[src/hw/rtl/ttwg_pkg.sv]
// Types and constants of the time tag window gate.
// No dependencies; used by every module of the block but ttwg_ram.
package ttwg_pkg;

	localparam int MAX_WINDOWS = 1024;
	localparam int IDX_W       = (MAX_WINDOWS > 1) ? $clog2(MAX_WINDOWS) : 1;
	localparam int CNT_W       = $clog2(MAX_WINDOWS + 1);
	localparam int TIME_W      = 64;
	localparam int STATUS_W    = 3;
	localparam int REQ_W       = 2;

	// request kinds as carried in s_tuser; code 3 has no meaning and is dropped
	typedef enum logic [REQ_W-1:0] {
		REQ_LOAD  = 2'd0,
		REQ_TAG   = 2'd1,
		REQ_CLEAR = 2'd2
	} req_t;

	typedef enum logic [STATUS_W-1:0] {
		ST_INSIDE  = 3'd0,
		ST_OUTSIDE = 3'd1,
		ST_BEFORE  = 3'd2,
		ST_LOADED  = 3'd3,
		ST_FULL    = 3'd4,
		ST_CLEARED = 3'd5
	} status_t;

	// queued command: a = tag or window start, b = window end
	typedef struct packed {
		req_t              kind;
		logic [TIME_W-1:0] a;
		logic [TIME_W-1:0] b;
	} cmd_t;

endpackage

[src/hw/rtl/ttwg_front.sv]
// Front end: takes input transfers, drops undefined request codes and queues
// the rest in a two-entry command queue. Depends on ttwg_pkg.
module ttwg_front (
	input  logic            clk,
	input  logic            arst_n,
	input  logic            s_tvalid,
	output logic            s_tready,
	input  logic [191:0]    s_tdata,
	input  logic [1:0]      s_tuser,
	output logic            cmd_valid,
	output ttwg_pkg::cmd_t  cmd,
	input  logic            cmd_pop
);
	import ttwg_pkg::*;

	cmd_t       entry_q [2];
	logic       wr_ptr_q;
	logic       rd_ptr_q;
	logic [1:0] fill_q;
	logic       keep;
	logic       push;
	cmd_t       new_cmd;

	assign s_tready  = (fill_q != 2'd2);
	assign cmd_valid = (fill_q != 2'd0);
	assign cmd       = entry_q[rd_ptr_q];

	always_comb begin
		new_cmd.kind = req_t'(s_tuser);
		new_cmd.a    = s_tdata[63:0];
		new_cmd.b    = s_tdata[191:128];
		keep         = 1'b1;
		case (s_tuser)
			REQ_LOAD: begin
				new_cmd.a = s_tdata[127:64];
			end
			REQ_TAG, REQ_CLEAR: begin
				new_cmd.a = s_tdata[63:0];
			end
			default: begin
				keep = 1'b0;
			end
		endcase
	end

	assign push = s_tvalid && s_tready && keep;

	always_ff @(posedge clk) begin
		if (push) begin
			entry_q[wr_ptr_q] <= new_cmd;
		end
	end

	always_ff @(posedge clk or negedge arst_n) begin
		if (!arst_n) begin
			wr_ptr_q <= 1'b0;
			rd_ptr_q <= 1'b0;
			fill_q   <= 2'd0;
		end else begin
			if (push) begin
				wr_ptr_q <= ~wr_ptr_q;
			end
			if (cmd_pop) begin
				rd_ptr_q <= ~rd_ptr_q;
			end
			case ({push, cmd_pop})
				2'b10:   fill_q <= fill_q + 2'd1;
				2'b01:   fill_q <= fill_q - 2'd1;
				default: fill_q <= fill_q;
			endcase
		end
	end

endmodule

[config.mk]
export PLATFORM = sky130hd
export DESIGN_NAME = ttwg_front
export DESIGN_NICKNAME = d
export VERILOG_FILES = /design/src/hw/rtl/ttwg_pkg.sv /design/src/hw/rtl/ttwg_front.sv
export SDC_FILE = /design/constraint.sdc
export NUM_CORES = 1
export LEC_CHECK = 0
export ABC_AREA = 1
export ABC_CLOCK_PERIOD_IN_PS = 8400
export BUFFER_PORTS_ARGS = -buffer_cell sky130_fd_sc_hd__buf_4
export CAP_MARGIN = 20
export CORE_ASPECT_RATIO = 1.75
export CORE_MARGIN = 3
export CORE_UTILIZATION = 51
export CTS_CLUSTER_SIZE = 20
export DETAILED_ROUTE_END_ITERATION = 6
export PLACE_DENSITY_LB_ADDON = 0.2
export SLEW_MARGIN = 20
export SYNTH_ARGS = -nofsm -noshare
export SYNTH_HDL_FRONTEND = slang
export SYNTH_SLANG_ARGS = --single-unit
[constraint.sdc]
create_clock -name clk -period 8.4 [get_ports clk]
set_clock_uncertainty 0.2 [all_clocks]
set_input_delay 1.68 -clock clk [delete_from_list [all_inputs] [get_ports clk]]
set_output_delay 1.68 -clock clk [all_outputs]
set_load 0.005 [all_outputs]
==> results of run 1 <==
-- logic make-up after synthesis --
group	synth area share, %
XOR/XNOR	0.162
adder cells (fa/ha/maj)	0.116
AO/OA/AOI/OAI	9.01
buffers and inverters	7.65
AND/OR/NAND/NOR	9.72
flip-flops	73.3
-- worst max-delay path, cell delays in order, from the launching register on --
cell and delay (ns):
dfrtp_4 0.89, buf_4 0.77, o21ai_0 0.28, buf_4 0.20
-- power by group through the flow --
stage	sequential (uW)	combinational (uW)	clock (uW)
finish	1830	1240	1100
global placement	1850	1250	0
CTS	1830	1270	1120
floorplan	1830	631	0
global route	1860	1380	1170
detailed placement	1860	1270	0
-- cell usage in the layout (no fill, tap or decap), types with 3 or more instances in the layout --
master | netlist | layout
buf_4 | 0 | 334
clkbuf_16 | 0 | 25
clkinv_1 | 0 | 4
bufinv_16 | 0 | 3
nand2_1 | 267 | 267
o21ai_0 | 168 | 168
inv_1 | 136 | 135
o21ai_1 | 26 | 26
clkinv_2 | 0 | 3
dfrtp_1 | 4 | 3
edfxtp_1 | 260 | 260
clkbuf_1 | 18 | 4
-- through the flow --
step / util, % / total power [uW] / area, um^2
finish: 68.6 / 4170 / 14100
CTS: 68.6 / 4230 / 14100
floorplan: - / 2460 / 10800
detailed placement: 64.7 / 3130 / 13300
global placement: 64.7 / 3100 / 13300
global route: 68.6 / 4420 / 14100
-- path summary, 6_finish.rpt --
check                                from              to  depth (start not counted)
worst max register to register  fill_q[0]  entry_q[0][67]                          5
min in group asynchronous          arst_n        wr_ptr_q                          1
worst min-delay path             wr_ptr_q        wr_ptr_q                          2
max in group asynchronous          arst_n        rd_ptr_q                          1
worst min register to register   wr_ptr_q        wr_ptr_q                          2
worst max-delay path             rd_ptr_q         cmd[10]                          3
-- flip-flops by register name (all words and copies together), names as in the netlist --
signal	count
entry_q	260
fill_q	2
rd_ptr_q	1
wr_ptr_q	1
-- layout make-up --
type	instances	area (um^2)	area share, %
Timing Repair Buffer	334	2510	17.8
Tap cell	248	310	2.20
Inverter	136	513	3.64
Sequential cell	264	7910	56.1
Multi-Input combinational cell	470	2060	14.6
Clock buffer	29	641	4.54
Clock inverter	14	161	1.14
-- layer usage --
| layer | global-route usage, % | vias up |
|---|---|---|
| li1 | - | 3693 |
| met1 | 22.7 | 3383 |
| met2 | 36.6 | 261 |
| met3 | 4.07 | 48 |
| met4 | 7.91 | 0 |
| met5 | 0 | - |
==> flow_summary.yaml, run 1 <==
setup_path:
  worstPathMaxFanout: 102
  startpoint_type: "flip-flop"
  required_ns: 6.52
  cp_data_arrival_time_ns: 2.79
  ff2ff_setup_slack_ns: 5.43
  endpoint_kind: "output pin"
  criticalPathCategory: "flip-flop to output pin"
routing:
  firstDrtPassIters: 4
  m1WireLength_um: 8610
  top_layer: "met4"
  wl_per_cell_um: 16.1
  drt-total-wl_um: 24100
  route.met3.wl_um: 1650
  drc: 0
  vias_per_cell: 4.94
  wl_met2_um: 13000
  ant_nets: 0
  vias: 7385
  initialDrtViolationCount: 414
synthesis:
  yosys-top-cells-count: "nand2_1 (267), edfxtp_1 (260), o21ai_0 (168)"
  synth_edf_count: 260
  synth_ff_type: "edfxtp_1"
  synth.distinct_cells: 18
  synthesis.area_mm2: 0.0108
  syn_avg_cell_area_um2: 11.7
  synth_seq_area_share_pct: 73.3
  synth_top_area_share_pct: 72.4
  synth.most_common_cell: "nand2_1"
  async_reset_ff_share_pct: 1.52
  ys_seq_elements: 264
  syn_inst: 919
  yosys_warnings: 0
  synth_area_leader_cell: "edfxtp_1"
  synthTopCellsByArea: "edfxtp_1 (72%), nand2_1 (9.3%), o21ai_0 (7.8%)"
  synth_nets: 1118
die:
  die_width_um: 116
  die_area_mm2: 0.0230
  core_mm2: 0.0205
  num_rows: 69
  boundaryPins: 330
  fp.dieH_um: 198
  start_util_pct: 52.5
clock_tree:
  post_cts_resized: 0
  tritoncts: "done"
  htreeDepth: 1
  cts_buffer_depth: 3
  root_buffer: "clkbuf_16"
  path_clk_slew_ns: 0.06
  cts_buffers: 24
  clk_latency_ns: 0.50
  cts.sink_count: 264
  cts_setup_buffers: 0
  cts_hold_buf: 0
timing:
  period_minus_slack_ns: 4.67
  max_freq_mhz: 214
  setup_slack_ns: 3.73
  worst_pin_slew_ns: 1.01
  drv_slew: 0
  hold_slack_ns: 0.277
  hold_viol: 0
  rsz0062_at_grt: "false"
  max-slew-margin-rel_pct: 32.5
  tns_ns: 0
  setup_viol: 0
  fin_crit_sh_pct: 55.6
place:
  hpwl_um: 16800
  gp_congestion: 0.840
  dpl.cell_count: 1452
  io_buffers: 329
  detailedPlace.worstSlack_ns: 3.86
grt:
  grt_usage_pct: 20.1
  grt_start_max_net_pins: 103
  grt_overflow_total: 0
  antenna_found_initial: 0
  grt_pass1_wl_um: 36100
  grt_pass1_vias: 7352
layout:
  stdcell_count: 1495
  drive_above_1_share_pct: 29.9
  n_fill_cell: 1536
  layout.nets: 1429
  area_growth_pct: 30.8
  antenna_cells: 0
power:
  power_frac_comb_pct: 29.8
  net-switching-power_uw: 1230
  ir_drop_uv: 186
  power.leakage_uw: 0.00612
  power.share.clock_pct: 26.3
  p_seq_share_pct: 43.9
  power.internal_uw: 2940
  powerDensity_mw_per_mm2: 296
  swShare_pct: 29.6
run_status:
  status: "complete, no violations"
run:
  maxCapViolCount: 0
worst_hold_path:
  holdCritPathClass: "flip-flop to flip-flop"
Note: power is estimated with default switching activity, not from simulation.
==> run 2, diff against run 1 <==
--- a/config.mk
+++ b/config.mk
@@ -5,13 +5,13 @@
 export SDC_FILE = /design/constraint.sdc
 export NUM_CORES = 1
 export LEC_CHECK = 0
-export ABC_AREA = 1
-export ABC_CLOCK_PERIOD_IN_PS = 8400
+export ABC_AREA = 0
+export ABC_CLOCK_PERIOD_IN_PS = 4000
 export BUFFER_PORTS_ARGS = -buffer_cell sky130_fd_sc_hd__buf_4
 export CAP_MARGIN = 20
 export CORE_ASPECT_RATIO = 1.75
 export CORE_MARGIN = 3
-export CORE_UTILIZATION = 51
+export CORE_UTILIZATION = 46
 export CTS_CLUSTER_SIZE = 20
 export DETAILED_ROUTE_END_ITERATION = 6
 export PLACE_DENSITY_LB_ADDON = 0.2
==> constraint.sdc (replaced) <==
create_clock -name clk -period 4 [get_ports clk]
set_clock_uncertainty 0.2 [all_clocks]
set_input_delay 0.8 -clock clk [delete_from_list [all_inputs] [get_ports clk]]
set_output_delay 0.8 -clock clk [all_outputs]
set_load 0.005 [all_outputs]
==> flow_summary.yaml, run 2 <==
die:
  die_area_mm2: 0.0245
  core_mm2: 0.0222
  num_rows: 72
  fp.dieH_um: 205
  start_util_pct: 46.9
  die_width_um: 120
  boundaryPins: 330
timing:
  period_minus_slack_ns: 3.26
  tns_ns: 0
  max_freq_mhz: 307
  drv_slew: 0
  hold_viol: 0
  hold_slack_ns: 0.276
  max-slew-margin-rel_pct: 52.5
  setup_slack_ns: 0.741
  worst_pin_slew_ns: 0.713
  rsz0062_at_grt: "false"
  fin_crit_sh_pct: 81.5
  setup_viol: 0
layout:
  layout.nets: 1034
  antenna_cells: 0
  layout_commonest_cell: "buf_4"
  n_fill_cell: 1648
  reg_top3: "entry_q: 260 flops, fill_q: 2 flops"
  regMostFlops: "entry_q"
  largest_reg_flops: 260
  mostFrequentLayoutCells: "buf_4 (331), edfxtp_1 (260), mux2_2 (189)"
  drive_above_1_share_pct: 66.5
  post-route-util_pct: 62.9
  area_growth_pct: 34.0
power:
  power.leakage_uw: 0.00525
  p_seq_share_pct: 44.5
  net-switching-power_uw: 2220
  finalPower_uw: 8580
  swShare_pct: 25.9
  ir_drop_uv: 349
  powerDensity_mw_per_mm2: 616
  power_frac_comb_pct: 30.0
  power.internal_uw: 6360
  power.share.clock_pct: 25.5
synthesis:
  synth.most_common_cell: "edfxtp_1"
  syn_avg_cell_area_um2: 21.0
  yosys-top-cells-count: "edfxtp_1 (260), mux2_2 (189), buf_6 (14)"
  synth.distinct_cells: 17
  async_reset_ff_share_pct: 1.52
  ys_seq_elements: 264
  synth_ff_type: "edfxtp_1"
  synth_seq_area_share_pct: 76.1
  synth_top_area_share_pct: 75.1
  yosys_warnings: 0
  synth_nets: 693
  synth_area_leader_cell: "edfxtp_1"
  syn_inst: 494
  synth_edf_count: 260
  synthesis.area_mm2: 0.0104
  synthTopCellsByArea: "edfxtp_1 (75%), mux2_2 (20%), buf_6 (1.5%)"
clock_tree:
  cts_hold_buf: 1
  root_buffer: "clkbuf_16"
  tritoncts: "done"
  cts_buffer_depth: 3
  post_cts_resized: 0
  htreeDepth: 1
  path_clk_slew_ns: 0.07
  cts.sink_count: 264
  cts_setup_buffers: 0
  cts_buffers: 23
  clk_latency_ns: 0.50
routing:
  firstDrtPassIters: 4
  wl_per_cell_um: 19.7
  vias: 5719
  initialDrtViolationCount: 383
  drt-total-wl_um: 22600
  ant_nets: 0
  drc: 0
  vias_per_cell: 4.98
place:
  io_buffers: 329
  gp_congestion: 0.775
  hpwl_um: 16100
  detailedPlace.worstSlack_ns: 1.27
setup_path:
  required_ns: 3.00
  worstPathMaxFanout: 59
  endpoint_kind: "output pin"
  criticalPathCategory: "flip-flop to output pin"
  startpoint_type: "flip-flop"
  cp_data_arrival_time_ns: 2.26
run_status:
  status: "complete, no violations"
worst_hold_path:
  holdCritPathClass: "input port to flip-flop"
grt:
  grt_overflow_total: 0
  grt_pass1_wl_um: 33300
  grt_pass1_vias: 6144
  grt_start_max_net_pins: 79
  grt_usage_pct: 17.6
  antenna_found_initial: 0
run:
  maxCapViolCount: 0
run 2: logic make-up after synthesis:
kind of cell / Yosys count / share of synthesized area, %
DFF: 264 / 76.1
muxes: 194 / 21.0
buffers and inverters: 22 / 1.94
and+or+nand+nor: 8 / 0.421
xor gates and xnor gates: 5 / 0.421
adders and majority gates: 1 / 0.120
run 2: final timing paths:
| path | slack (ns) | cells past startpoint | startpoint | end |
|---|---|---|---|---|
| setup / recovery | 0.74 | 3 | rd_ptr_q | cmd[78] |
| min in group asynchronous | 0.47 | 2 | arst_n | wr_ptr_q |
| hold reg to reg | 0.30 | 1 | fill_q[1] | fill_q[1] |
| max in group asynchronous | 3.00 | 2 | arst_n | rd_ptr_q |
| setup reg to reg | 1.79 | 4 | fill_q[0] | entry_q[0][88] |
| hold / removal | 0.28 | 1 | s_tdata[177] | entry_q[1][49] |
run 2: layout make-up:
cell class	instances	area, um^2	area share, %
Multi-Input combinational cell	208	2300	16.5
Inverter	1	3.75	0.0269
Sequential cell	264	7910	56.8
Tap cell	296	370	2.66
Clock buffer	24	579	4.16
Clock inverter	18	170	1.22
Timing Repair Buffer	337	2590	18.6
run 2: power by group through the flow:
stage | Clock, uW | Sequential [uW] | Combinational (uW)
6_report | 2190 | 3820 | 2570
5_1_grt | 2360 | 3870 | 2760
4_1_cts | 2250 | 3830 | 2640
3_5_place_dp | 0 | 3890 | 2620
3_3_place_gp | 0 | 3860 | 2600
2_1_floorplan | 0 | 3820 | 1410
run 2: layer usage:
metal | part of all wire [%] | GRT usage [%] | vias up
li1 | - | - | 2633
met1 | 33 | 18.1 | 2824
met2 | 57 | 34.3 | 220
met3 | 7.1 | 4.34 | 42
met4 | 2.8 | 6.02 | 0
met5 | 0 | 0 | -
run 2: worst max-delay path: stages (launching register included):
cell,delay [ns]
dfrtp_4,0.76
buf_12,0.35
mux2_2,0.42
buf_4,0.15
run 2: metrics by stage:
step                std cells  instance area (um^2)
detailed placement       1105                 13200
CTS                      1148                 13900
global route             1148                 13900
finish                   1148                 13900
global placement         1105                 13200
floorplan                 494                 10400
==> run 3, diff against run 2 <==
--- a/config.mk
+++ b/config.mk
@@ -6,7 +6,7 @@
 export NUM_CORES = 1
 export LEC_CHECK = 0
 export ABC_AREA = 0
-export ABC_CLOCK_PERIOD_IN_PS = 4000
+export ABC_CLOCK_PERIOD_IN_PS = 2600
 export BUFFER_PORTS_ARGS = -buffer_cell sky130_fd_sc_hd__buf_4
 export CAP_MARGIN = 20
 export CORE_ASPECT_RATIO = 1.75
==> constraint.sdc (replaced) <==
create_clock -name clk -period 2.6 [get_ports clk]
set_clock_uncertainty 0.2 [all_clocks]
set_input_delay 0.52 -clock clk [delete_from_list [all_inputs] [get_ports clk]]
set_output_delay 0.52 -clock clk [all_outputs]
set_load 0.005 [all_outputs]
==> flow_summary.yaml, run 3 (synthesis gave the netlist of run 2 again) <==
routing:
  vias: 6075
  initialDrtViolationCount: 298
  wl_per_cell_um: 20.0
  vias_per_cell: 4.99
  ant_nets: 0
  drt-total-wl_um: 24400
  firstDrtPassIters: 4
  drc: 0
layout:
  drive_above_1_share_pct: 61.4
  mostFrequentLayoutCells: "buf_4 (331), edfxtp_1 (260), mux2_2 (185)"
  reg_top3: "entry_q: 260 flops, fill_q: 2 flops"
  area_growth_pct: 40.9
  n_fill_cell: 1564
  regMostFlops: "entry_q"
  largest_reg_flops: 260
  layout.nets: 1102
  layout_commonest_cell: "buf_4"
setup_path:
  reg2reg_depth: 4
  criticalPathCategory: "flip-flop to output pin"
  ff2ff_setup_slack_ns: 0.74
  startpoint_type: "flip-flop"
  r2r-end: "entry_q[0][33]"
  worstPathCellList: "buf_16, mux2_2, buf_4"
  r2r-start: "fill_q[0]"
  worstPathMaxFanout: 64
  cp_slowest_stage_delay_ns: 0.46
  cp_data_arrival_time_ns: 1.86
  required_ns: 1.88
  crit_family: "flip-flops"
  endpoint_kind: "output pin"
  cpMaxStageDelayCell: "dfrtp_4"
  path_buf_inv: 2
timing:
  fin_crit_sh_pct: 99.2
  setup_slack_ns: 0.0214
  drv_slew: 0
  period_minus_slack_ns: 2.58
  setup_viol: 0
  rsz0062_at_grt: "true"
  hold_slack_ns: 0.0849
  tns_ns: 0
  max-slew-margin-rel_pct: 73.0
  max_freq_mhz: 388
  worst_pin_slew_ns: 0.405
  hold_viol: 0
grt:
  grt_overflow_total: 0
  grt_pass1_vias: 6746
  antenna_found_initial: 2
  grt_usage_pct: 19.2
  grt_pass1_wl_um: 36300
  grt_start_max_net_pins: 67
die:
  num_rows: 72
  core_mm2: 0.0222
  fp.dieH_um: 205
  boundaryPins: 330
  die_area_mm2: 0.0245
  start_util_pct: 46.9
  die_width_um: 120
clock_tree:
  clk_latency_ns: 0.51
  cts_buffer_depth: 3
  path_clk_slew_ns: 0.06
  htreeDepth: 1
  cts.sink_count: 264
  tritoncts: "done"
  root_buffer: "clkbuf_16"
  cts_buffers: 24
power:
  finalPower_uw: 13300
  power.leakage_uw: 0.00554
  ir_drop_uv: 578
  powerDensity_mw_per_mm2: 907
run:
  maxCapViolCount: 0
worst_hold_path:
  holdCritPathClass: "input port to flip-flop"
  hold_depth: 1
  hold_path_end: "entry_q[1][128]"
  min_from: "s_tuser[0]"
place:
  hpwl_um: 16400
  gp_congestion: 0.760
  io_buffers: 329
  detailedPlace.worstSlack_ns: 0.416
run_status:
  status: "complete, no violations"
==> run 3: power by group <==
group | total, uW | switching (uW) | leakage (uW) | internal (uW)
registers | 5790 | 196 | 0.00244 | 5590
clock network | 3230 | 1440 | 0.000348 | 1790
logic | 4270 | 1870 | 0.00275 | 2400
==> run 3: repair_timing <==
item,CTS,global route
hold buffers,66,0
setup buffers,0,0
pin swaps,0,0
setup endpoints to repair,8,58
hold endpoints to repair,133,0
gates resized for setup,4,1
==> run 3: through the flow <==
stage          utilization (%)  std cells  instance area [um^2]
2_1_floorplan                -        494                 10400
3_3_place_gp              59.8       1107                 13200
3_5_place_dp              59.8       1107                 13200
4_1_cts                   66.0       1216                 14600
5_1_grt                   66.1       1218                 14600
6_report                  66.1       1218                 14600
==> run 3: final cells by class <==
type	count	area (um^2)	share of cell area (%)
Inverter	1	3.75	0.0256
Timing Repair Buffer	404	3290	22.5
Sequential cell	264	7910	54.0
Tap cell	296	370	2.53
Antenna cell	2	5.00	0.0342
Clock buffer	34	669	4.57
Multi-Input combinational cell	208	2350	16.1
Clock inverter	9	38.8	0.265
==> run 3: per-layer routing <==
metal	GRT usage, %	vias up	wire [um]
met5	0	-	0
met4	8.15	0	919
met3	5.11	56	1720
met2	36.6	239	13900
met1	19.4	3012	7900
li1	-	2768	-
==> run 3: worst max path at each step <==
stage	startpoint	endpoint	slack, ns	cells after the start
2_1_floorplan	s_tuser[0]	entry_q[0][0]	-0.65	3
3_3_place_gp	s_tuser[1]	entry_q[0][103]	0.46	4
3_5_place_dp	s_tuser[1]	entry_q[1][70]	0.42	4
4_1_cts	rd_ptr_q	cmd[20]	-0.01	3
5_1_grt	rd_ptr_q	cmd[6]	-0.04	3
6_report	rd_ptr_q	cmd[29]	0.02	3
